**config.mk**
```make
export PLATFORM = sky130hd
export DESIGN_NAME = quoted_string_unescaper_unit
export DESIGN_NICKNAME = d
export VERILOG_FILES = /design/src/design/qsu_pkg.sv /design/src/design/qsu_decode.sv /design/src/design/qsu_out_buf.sv /design/src/design/quoted_string_unescaper_unit.sv
export SDC_FILE = /design/constraint.sdc
export NUM_CORES = 1
export LEC_CHECK = 0
export BUFFER_PORTS_ARGS = -buffer_cell sky130_fd_sc_hd__buf_2
export CORE_ASPECT_RATIO = 1.5
export CORE_MARGIN = 2
export CORE_UTILIZATION = 50
export DETAILED_ROUTE_END_ITERATION = 8
export PLACE_DENSITY = 0.71
export SYNTH_ARGS = -nofsm -noshare
export SYNTH_HDL_FRONTEND = slang
export SYNTH_SLANG_ARGS = --single-unit
```
**constraint.sdc**
```tcl
create_clock -name clk -period 2.91 [get_ports clk]
set_input_delay 0.4365 -clock clk [delete_from_list [all_inputs] [get_ports clk]]
set_output_delay 0.4365 -clock clk [all_outputs]
set_load 0.01 [all_outputs]
```
**src/design/qsu_pkg.sv**
```systemverilog
// Shared types and constants for the quoted string unescaper.
// Used by qsu_decode, qsu_out_buf and quoted_string_unescaper_unit.
// No dependencies.
package qsu_pkg;

  localparam int BYTE_W   = 8;
  localparam int TABS_W   = 6;
  localparam int REPORT_W = 16;

  localparam logic [BYTE_W-1:0] CH_QUOTE  = 8'h22;
  localparam logic [BYTE_W-1:0] CH_BSLASH = 8'h5C;
  localparam logic [BYTE_W-1:0] CH_TAB    = 8'h09;
  localparam logic [BYTE_W-1:0] CH_LF     = 8'h0A;
  localparam logic [BYTE_W-1:0] CH_N      = 8'h6E;
  localparam logic [BYTE_W-1:0] CH_T      = 8'h74;

  typedef enum logic [1:0] {
    MODE_IDLE = 2'd0,
    MODE_STR  = 2'd1,
    MODE_ESC  = 2'd2,
    MODE_TABS = 2'd3
  } mode_t;

  typedef enum logic [1:0] {
    KIND_DATA   = 2'd0,
    KIND_DONE   = 2'd1,
    KIND_ERROR  = 2'd2,
    KIND_NOTSTR = 2'd3
  } kind_t;

  // One result word.
  typedef struct packed {
    logic [BYTE_W-1:0]   out_byte;
    kind_t               kind;
    logic [REPORT_W-1:0] lines_added;
    logic [REPORT_W-1:0] end_column;
    logic                last;
  } res_t;

  // Results produced by one input word: count (0..2) and the words in order.
  typedef struct packed {
    logic [1:0] n;
    res_t       r0;
    res_t       r1;
  } push_t;

endpackage

```
**src/design/qsu_decode.sv**
```systemverilog
// Combinational decode of one source byte against the current parser state.
// Depends on qsu_pkg.
module qsu_decode import qsu_pkg::*; #(
  parameter int COUNT_WIDTH = 16
) (
  input  logic [BYTE_W-1:0]      in_byte,
  input  logic                   at_end,
  input  logic [TABS_W-1:0]      indent_tabs,
  input  mode_t                  mode,
  input  logic [TABS_W-1:0]      tabs_left,
  input  logic [COUNT_WIDTH-1:0] line_count,
  input  logic [COUNT_WIDTH-1:0] column_count,
  output mode_t                  mode_nxt,
  output logic [TABS_W-1:0]      tabs_left_nxt,
  output logic [COUNT_WIDTH-1:0] line_count_nxt,
  output logic [COUNT_WIDTH-1:0] column_count_nxt,
  output push_t                  push
);

  localparam logic [COUNT_WIDTH-1:0] CNT_MAX = '1;
  localparam int XW = (COUNT_WIDTH > REPORT_W) ? COUNT_WIDTH : REPORT_W;
  localparam logic [XW-1:0] REPORT_MAX = XW'({REPORT_W{1'b1}});

  logic [COUNT_WIDTH-1:0] line_inc;
  logic [COUNT_WIDTH-1:0] col_inc1;
  logic [COUNT_WIDTH-1:0] col_inc2;
  logic [XW-1:0]          line_x;
  logic [XW-1:0]          col_x;
  logic [REPORT_W-1:0]    line_rep;
  logic [REPORT_W-1:0]    col_rep;

  // Saturating increments.
  assign line_inc = (line_count == CNT_MAX) ? CNT_MAX : line_count + COUNT_WIDTH'(1);
  assign col_inc1 = (column_count == CNT_MAX) ? CNT_MAX : column_count + COUNT_WIDTH'(1);
  assign col_inc2 = (column_count >= CNT_MAX - COUNT_WIDTH'(1)) ? CNT_MAX
                  : column_count + COUNT_WIDTH'(2);

  // Clamp reported counts to the 16-bit result fields.
  assign line_x   = XW'(line_count);
  assign col_x    = XW'(col_inc1);
  assign line_rep = (line_x > REPORT_MAX) ? {REPORT_W{1'b1}} : line_x[REPORT_W-1:0];
  assign col_rep  = (col_x > REPORT_MAX) ? {REPORT_W{1'b1}} : col_x[REPORT_W-1:0];

  always_comb begin
    mode_nxt         = mode;
    tabs_left_nxt    = tabs_left;
    line_count_nxt   = line_count;
    column_count_nxt = column_count;
    push             = '0;
    push.r0.kind     = KIND_DATA;
    push.r1.kind     = KIND_DATA;

    case (mode)
      MODE_IDLE: begin
        if (!at_end && in_byte == CH_QUOTE) begin
          mode_nxt         = MODE_STR;
          line_count_nxt   = '0;
          column_count_nxt = COUNT_WIDTH'(1);
        end else begin
          push.n       = 2'd1;
          push.r0.kind = KIND_NOTSTR;
        end
      end
      MODE_STR: begin
        if (at_end) begin
          push.n       = 2'd1;
          push.r0.kind = KIND_ERROR;
          mode_nxt     = MODE_IDLE;
        end else if (in_byte == CH_QUOTE) begin
          column_count_nxt    = col_inc1;
          push.n              = 2'd1;
          push.r0.kind        = KIND_DONE;
          push.r0.lines_added = line_rep;
          push.r0.end_column  = col_rep;
          mode_nxt            = MODE_IDLE;
        end else if (in_byte == CH_BSLASH) begin
          mode_nxt = MODE_ESC;
        end else if (in_byte == CH_LF) begin
          push.n           = 2'd1;
          push.r0.out_byte = in_byte;
          line_count_nxt   = line_inc;
          column_count_nxt = '0;
          tabs_left_nxt    = indent_tabs;
          mode_nxt         = (indent_tabs == '0) ? MODE_STR : MODE_TABS;
        end else begin
          push.n           = 2'd1;
          push.r0.out_byte = in_byte;
          column_count_nxt = col_inc1;
        end
      end
      MODE_ESC: begin
        if (at_end) begin
          push.n       = 2'd1;
          push.r0.kind = KIND_ERROR;
          mode_nxt     = MODE_IDLE;
        end else if (in_byte == CH_LF) begin
          // Line join: no output, but still a new line.
          line_count_nxt   = line_inc;
          column_count_nxt = '0;
          tabs_left_nxt    = indent_tabs;
          mode_nxt         = (indent_tabs == '0) ? MODE_STR : MODE_TABS;
        end else begin
          push.n = 2'd1;
          if (in_byte == CH_N) begin
            push.r0.out_byte = CH_LF;
          end else if (in_byte == CH_T) begin
            push.r0.out_byte = CH_TAB;
          end else if (in_byte == CH_QUOTE || in_byte == CH_BSLASH) begin
            push.r0.out_byte = in_byte;
          end else begin
            // Unknown escape: pass the backslash and the byte.
            push.n           = 2'd2;
            push.r0.out_byte = CH_BSLASH;
            push.r1.out_byte = in_byte;
          end
          column_count_nxt = col_inc2;
          mode_nxt         = MODE_STR;
        end
      end
      MODE_TABS: begin
        if (!at_end && in_byte == CH_TAB) begin
          tabs_left_nxt = tabs_left - TABS_W'(1);
          if (tabs_left == TABS_W'(1)) begin
            mode_nxt = MODE_STR;
          end
        end else begin
          push.n        = 2'd1;
          push.r0.kind  = KIND_ERROR;
          mode_nxt      = MODE_IDLE;
          tabs_left_nxt = '0;
        end
      end
      default: begin
        mode_nxt = MODE_IDLE;
      end
    endcase

    // Flag the final word of this input.
    if (push.n == 2'd2) begin
      push.r1.last = 1'b1;
    end else if (push.n == 2'd1) begin
      push.r0.last = 1'b1;
    end
  end

endmodule

```
**src/design/qsu_out_buf.sv**
```systemverilog
// Two-entry result buffer: takes up to two words at once, drains one per cycle while res_ready is high.
// Depends on qsu_pkg.
module qsu_out_buf import qsu_pkg::*; (
  input  logic       clk,
  input  logic       rst_n,
  input  logic       push_en,
  input  push_t      push,
  output logic [1:0] count,
  output logic       res_valid,
  input  logic       res_ready,
  output res_t       res
);

  logic [1:0] count_r, count_nxt;
  res_t       slot0_r, slot0_nxt;
  res_t       slot1_r, slot1_nxt;
  logic       pop;
  logic [1:0] base;
  logic [1:0] n_in;

  assign pop  = (count_r != 2'd0) && res_ready;
  assign base = count_r - {1'b0, pop};
  assign n_in = push_en ? push.n : 2'd0;

  always_comb begin
    slot0_nxt = slot0_r;
    slot1_nxt = slot1_r;
    if (pop) begin
      slot0_nxt = slot1_r;
    end
    if (n_in != 2'd0) begin
      if (base == 2'd0) begin
        slot0_nxt = push.r0;
        slot1_nxt = push.r1;
      end else begin
        slot1_nxt = push.r0;
      end
    end
    count_nxt = base + n_in;
  end

  always_ff @(posedge clk) begin
    if (!rst_n) begin
      count_r <= 2'd0;
    end else begin
      count_r <= count_nxt;
    end
  end

  always_ff @(posedge clk) begin
    slot0_r <= slot0_nxt;
    slot1_r <= slot1_nxt;
  end

  assign count     = count_r;
  assign res_valid = (count_r != 2'd0);
  assign res       = slot0_r;

endmodule

```
**src/design/quoted_string_unescaper_unit.sv**
```systemverilog
// Top level of the quoted string unescaper: input register, parser state,
// decode and result buffer. Depends on qsu_pkg, qsu_decode and qsu_out_buf.
//
//  channel  direction  handshake              payload
//  in_      slave      in_tvalid/in_tready    tdata: in_byte; tuser: at_end
//  out_     master     out_tvalid/out_tready  tdata: out_byte, lines_added,
//                                             end_column; tuser: kind; tlast
//  cfg_     write      cfg_wr_en              cfg_wr_data: indent_tabs
//
// One word per cycle while the output buffer has room: a word is held in the input
// register, decoded in a single pass and its results are written into a two-entry
// output buffer, so out_tvalid rises after the edge that writes them and the first
// result then leaves from that buffer. A word that yields two results (unknown
// escape) waits until the buffer is empty, and the single-result word after it
// waits while both entries are full, so such a word stalls the input even with
// out_tready held high. Reset (rst_n low at a clock edge) returns the parser to
// idle, zeroes the counters and indent_tabs and empties both stages.
// When out_tready is low the buffer holds its words and the input register
// fills, then in_tready drops; in_tready never depends on out_tready in the
// same cycle.
module quoted_string_unescaper_unit import qsu_pkg::*; #(
  parameter int COUNT_WIDTH = 16
) (
  input  logic        clk,
  input  logic        rst_n,
  // input: tdata[7:0] in_byte; tuser[0] at_end
  input  logic        in_tvalid,
  output logic        in_tready,
  input  logic [7:0]  in_tdata,
  input  logic        in_tuser,
  // output: tdata[7:0] out_byte, [23:8] lines_added, [39:24] end_column
  output logic        out_tvalid,
  input  logic        out_tready,
  output logic [39:0] out_tdata,
  // output: tuser[1:0] kind
  output logic [1:0]  out_tuser,
  output logic        out_tlast,
  // configuration: indent_tabs
  input  logic        cfg_wr_en,
  input  logic [5:0]  cfg_wr_data
);

  // Configuration register.
  logic [TABS_W-1:0] indent_tabs_r;

  // Input register.
  logic              in_valid_r, in_valid_nxt;
  logic [BYTE_W-1:0] in_byte_r;
  logic              in_end_r;
  logic              in_accept;

  // Parser state.
  mode_t                  mode_r, mode_nxt;
  logic [TABS_W-1:0]      tabs_left_r, tabs_left_nxt;
  logic [COUNT_WIDTH-1:0] line_count_r, line_count_nxt;
  logic [COUNT_WIDTH-1:0] column_count_r, column_count_nxt;

  push_t      push;
  logic [1:0] buf_count;
  logic       fire;
  logic       room;
  res_t       res;

  always_ff @(posedge clk) begin
    if (!rst_n) begin
      indent_tabs_r <= '0;
    end else if (cfg_wr_en) begin
      indent_tabs_r <= cfg_wr_data;
    end
  end

  qsu_decode #(
    .COUNT_WIDTH(COUNT_WIDTH)
  ) u_decode (
    .in_byte          (in_byte_r),
    .at_end           (in_end_r),
    .indent_tabs      (indent_tabs_r),
    .mode             (mode_r),
    .tabs_left        (tabs_left_r),
    .line_count       (line_count_r),
    .column_count     (column_count_r),
    .mode_nxt         (mode_nxt),
    .tabs_left_nxt    (tabs_left_nxt),
    .line_count_nxt   (line_count_nxt),
    .column_count_nxt (column_count_nxt),
    .push             (push)
  );

  // Room check looks only at registered buffer occupancy, never at out_tready.
  always_comb begin
    case (push.n)
      2'd0:    room = 1'b1;
      2'd1:    room = (buf_count != 2'd2);
      2'd2:    room = (buf_count == 2'd0);
      default: room = 1'b0;
    endcase
  end

  assign fire      = in_valid_r && room;
  assign in_tready = !in_valid_r || fire;
  assign in_accept = in_tvalid && in_tready;

  always_comb begin
    in_valid_nxt = in_valid_r;
    if (in_accept) begin
      in_valid_nxt = 1'b1;
    end else if (fire) begin
      in_valid_nxt = 1'b0;
    end
  end

  // Hold the input word until it is decoded; load a new one on accept.
  always_ff @(posedge clk) begin
    if (!rst_n) begin
      in_valid_r <= 1'b0;
    end else begin
      in_valid_r <= in_valid_nxt;
    end
  end

  always_ff @(posedge clk) begin
    if (in_accept) begin
      in_byte_r <= in_tdata;
      in_end_r  <= in_tuser;
    end
  end

  // Advance parser state only when the word is decoded.
  always_ff @(posedge clk) begin
    if (!rst_n) begin
      mode_r         <= MODE_IDLE;
      tabs_left_r    <= '0;
      line_count_r   <= '0;
      column_count_r <= '0;
    end else if (fire) begin
      mode_r         <= mode_nxt;
      tabs_left_r    <= tabs_left_nxt;
      line_count_r   <= line_count_nxt;
      column_count_r <= column_count_nxt;
    end
  end

  qsu_out_buf u_out_buf (
    .clk       (clk),
    .rst_n     (rst_n),
    .push_en   (fire),
    .push      (push),
    .count     (buf_count),
    .res_valid (out_tvalid),
    .res_ready (out_tready),
    .res       (res)
  );

  assign out_tdata = {res.end_column, res.lines_added, res.out_byte};
  assign out_tuser = res.kind;
  assign out_tlast = res.last;

endmodule

```
==> metrics.log <==
[metrics] result of the run: finished clean
[metrics] total length of routed wires: around 19,000 um
[metrics] terminus of the critical flop-to-flop path: u_out_buf.res[36]$_DFF_P_
[metrics] worst reg2reg path depth: 8
[metrics] transition time at the pin with the least slew margin: roughly 700 ps
[metrics] sequential group share of total power: 40.8%
[metrics] max-cap check violation count: 0
[metrics] area growth from synthesis to layout: 17.3%
[metrics] final cycle utilization of the critical path: a little over nine tenths
[metrics] cts-stage hold buffer count: 0
[metrics] TritonCTS sink count: about 140
[metrics] Placeable Area: between 15,000 and 20,000 sq um
[metrics] length of the first detailed-routing pass in iterations: 7
[metrics] number of buffers added by the clock tree synthesis step: 17
[metrics] Synth Area in Simple Gates: about a fifth
[metrics] count of boundary I/O pins: 65
[metrics] logic gate share of total power: a little over a quarter
[metrics] number of nets produced by synthesis: 844
[metrics] clock latency on the worst-skew pair: 420 ps
[metrics] share of layout cells above drive strength 1: just over 20%
[metrics] Ys Warns: 0
[metrics] post-route minimum period: ~2800 ps
[metrics] drt wl/cell: between 15 and 20 um
[metrics] antenna diode instance count: 0
[metrics] Worst Setup End Kind: output port
[metrics] end-of-flow core utilization: between 50% and 60%
[metrics] most instantiated flip-flop cell in the synthesis netlist: sky130_fd_sc_hd__dfxtp_1
[metrics] Pwr Total: roughly 6600 uW
[metrics] worst min-delay path category: primary input to register
[metrics] skew final: 11.0 ps
[metrics] starting utilization of the core area: 50.9%
[metrics] data arrival time of the worst path: between 2000 and 2500 ps
[metrics] GR Overflow Total: 0
[metrics] number of enable flip-flop cells after synthesis: 52
[metrics] hold_sp: in_tdata[2]
[metrics] pre-CTS WS: roughly 110 ps
[metrics] average instance area after synthesis: 9.45 sq um
[metrics] leading cell type in the layout, fill and taps excluded: sky130_fd_sc_hd__dfxtp_1
[metrics] mux contribution to synthesized area: between 10% and 20%
[metrics] number of buffer and inverter instances along the worst setup path: 1
[metrics] Port Buf Inserts: 64
[metrics] sequential share of the synthesized area: ~44%
[metrics] clock transition time at the flip-flop clock pins of the worst setup and hold paths: approximately 70 ps
[metrics] half-perimeter wire length after detailed placement: roughly 13,000 um
[metrics] number of global-route vias before repair: roughly 6.3k
[metrics] Hold Path Depth: 1
[metrics] Leakage Power: approximately 0.0036 uW
[metrics] Slew headroom: ~53%
[metrics] aggregate global-route resource usage: 23.4%
[metrics] ys async rst share: 0%
[metrics] Worst Path Required: 2470 ps
[metrics] placed cell count: 1,052
[metrics] CTS max path bufs: 2
[metrics] die outline height: approximately 160 um
[metrics] slowest library cell on the worst path: sky130_fd_sc_hd__or4_4
[metrics] Final Max Tran Viols: 0
[metrics] H-tree depth reported by CTS: 4
[metrics] crit start category: register
[metrics] overall die area: about 16,000 sq um
[metrics] maximum fanout along the worst path: 6
[metrics] peak clock frequency supported by timing: about 360 MHz
[metrics] part of the power in the clock network: approximately a third
[metrics] longest individual stage delay on the worst path: 600 ps
[metrics] horizontal die dimension: ~110 um
[metrics] dominant combinational cell family by area after synthesis: simple AND/OR/NAND/NOR gates
[metrics] post-synthesis cell type count: 70
[metrics] via count normalized by instance count: ~5.8
[metrics] standard-cell row count: 55
[metrics] global-route wire length before repair: a little over 30,000 um
[metrics] number of nets with antenna violations after routing: 0
[metrics] critical path cell sequence: or4_4 > o21ai_4 > a21oi_2 > o221ai_4 > nand2_4 > nand2_1 > buf_2
[metrics] critical setup path kind: register to output port
[metrics] Final setup violation count: 0
[metrics] vias after detailed routing: approximately 6.4k
[metrics] DRC Markers: 0
[metrics] antenna violations before repair: 0
[metrics] category of cells accounting for the largest share of critical-path delay: simple AND/OR/NAND/NOR gates
[metrics] number of synthesized register bits: approximately 140
[metrics] Synth Area in Compound Gates: about 16%
[metrics] total power per unit cell area: ~740 nW/um^2
[metrics] maximum vdd ir drop: 0.369 mV
[metrics] Synth Area in XOR/XNOR: under 10%
[metrics] CTS tree: built
[metrics] fin worst setup slack: approximately 95 ps
[metrics] accumulated negative setup slack: 0 ps
[metrics] setup slack of the worst register-to-register path: between 200 and 250 ps
[metrics] maximum number of pins on one net before global-route repair: 44
[metrics] drt first-iter violations: 442
[metrics] hold violation count in the final report: 0
[metrics] area of the mapped netlist: 7660 sq um
[metrics] Reg2Reg Launch Point: in_byte_r[0]$_DFFE_PP_
[metrics] Power Internal: around 4500 uW
[metrics] root cell of the clock tree: sky130_fd_sc_hd__clkbuf_16
[metrics] GPL Wtd Cong: about 0.94
[metrics] Final #Nets: slightly above 900
[metrics] most frequent cells in the layout: sky130_fd_sc_hd__dfxtp_1, sky130_fd_sc_hd__nand2_1, sky130_fd_sc_hd__mux2i_1
[metrics] worst hold endpoint: in_byte_r[2]$_DFFE_PP_
[metrics] final standard cell count with taps included and fillers excluded: 1,090
[metrics] switching power summed over all nets: 2110 uW
[metrics] Syn Inst Count: between 800 and 900
[metrics] adder-cell share of the synthesized area: approximately 2.1%
[metrics] Switching Fraction: a little under a third
[flip-flops by register name, indices dropped and copies added (netlist names)]
name and count:
u_out_buf.res 43, u_out_buf.slot1_r 43, column_count_r 16, line_count_r 16
in_byte_r 8, indent_tabs_r 6, tabs_left_r 6, mode_r 2
u_out_buf.count 2, in_end_r 1, in_valid_r 1
[final cells by class]
cell class                 instances  area (sq um)
tap                              199           249
multi-input combinational        597          4030
inverter                          16          60.1
sequential                       144          3410
clock buffer                      20           489
fill                            1296          6080
clock inverter                    12           105
timing repair buffer             102           656
[cells by family (layout without fill, tap and decap cells)]
kind of cell | Yosys count | after routing
DFF | 144 | 144
buffers and inverters | 70 | 150
and+or+nand+nor | 303 | 303
xor gates and xnor gates | 21 | 21
adders and majority gates | 13 | 13
AOI/OAI and AO/OA | 177 | 177
muxes | 83 | 83
[layer usage]
layer  vias to the layer above  track usage, %  share of wire [%]
met1                      3000            26.5                 40
met5                         -               0                  0
met2                       210            43.4                 53
met3                        39            3.59                4.5
li1                       3119               -                  -
met4                         0            9.59                2.7
[power by group through the flow]
stage | registers (uW) | logic (uW) | clock network [uW]
3_3_place_gp | 2740 | 1700 | 0
3_5_place_dp | 2750 | 1730 | 0
6_report | 2710 | 1750 | 2180
2_1_floorplan | 2840 | 1020 | 0
5_1_grt | 2740 | 1920 | 2290
4_1_cts | 2710 | 1750 | 2200
[what timing repair did]
item | CTS | global route
pin swaps | 1 | 3
endpoints found under the setup margin | 1 | 17
gates resized for setup | 5 | 6
buffers inserted | 4 | 2
[cell usage after synthesis (all sizes together) (4+ instances only)]
cell type  number  area, sq um
nand4           9         56.3
and2           12         75.1
nor2b           8         50.1
dfxtp          92         1840
buf            16         90.1
xor2            7         61.3
nand2          91          347
nor4            6         52.6
a21o            6         45.0
inv            16         60.1
and3           22          138
mux2i          79          791
ha             13          163
o21ai          36          203
and4            4         35.0
clkbuf         38          143
a211oi          5         42.5
nand3          47          235
nand2b          6         37.5
o31ai          17          128
nor3           15         80.1
edfxtp         52         1560
o221a          19          214
o211ai          9         67.6
xnor2          14          123
a31oi          10         62.6
nor2           61          236
a21oi          51          259
mux2            4         45.0
or3             4         25.0
or2             5         31.3
[per-stage QoR]
step	area [sq um]	hold WS, ps
global route	8990	175
finish	8990	186
CTS	8930	178
floorplan	7660	452
global placement	8290	476
detailed placement	8290	489
[worst max path at each step]
stage | startpoint | endpoint | slack [ps] | depth (start not counted)
floorplan | mode_r[0]$_SDFFE_PN0P_ | u_out_buf.slot1_r[0]$_DFFE_PP_ | 4 | 8
global placement | mode_r[0]$_SDFFE_PN0P_ | u_out_buf.res[20]$_DFF_P_ | 230 | 10
detailed placement | mode_r[0]$_SDFFE_PN0P_ | u_out_buf.res[21]$_DFF_P_ | 110 | 10
CTS | in_byte_r[2]$_DFFE_PP_ | in_tready | 8 | 7
global route | in_byte_r[0]$_DFFE_PP_ | in_tready | -3 | 7
finish | in_byte_r[2]$_DFFE_PP_ | in_tready | 90 | 7
Note: power is estimated with default switching activity, not from simulation.
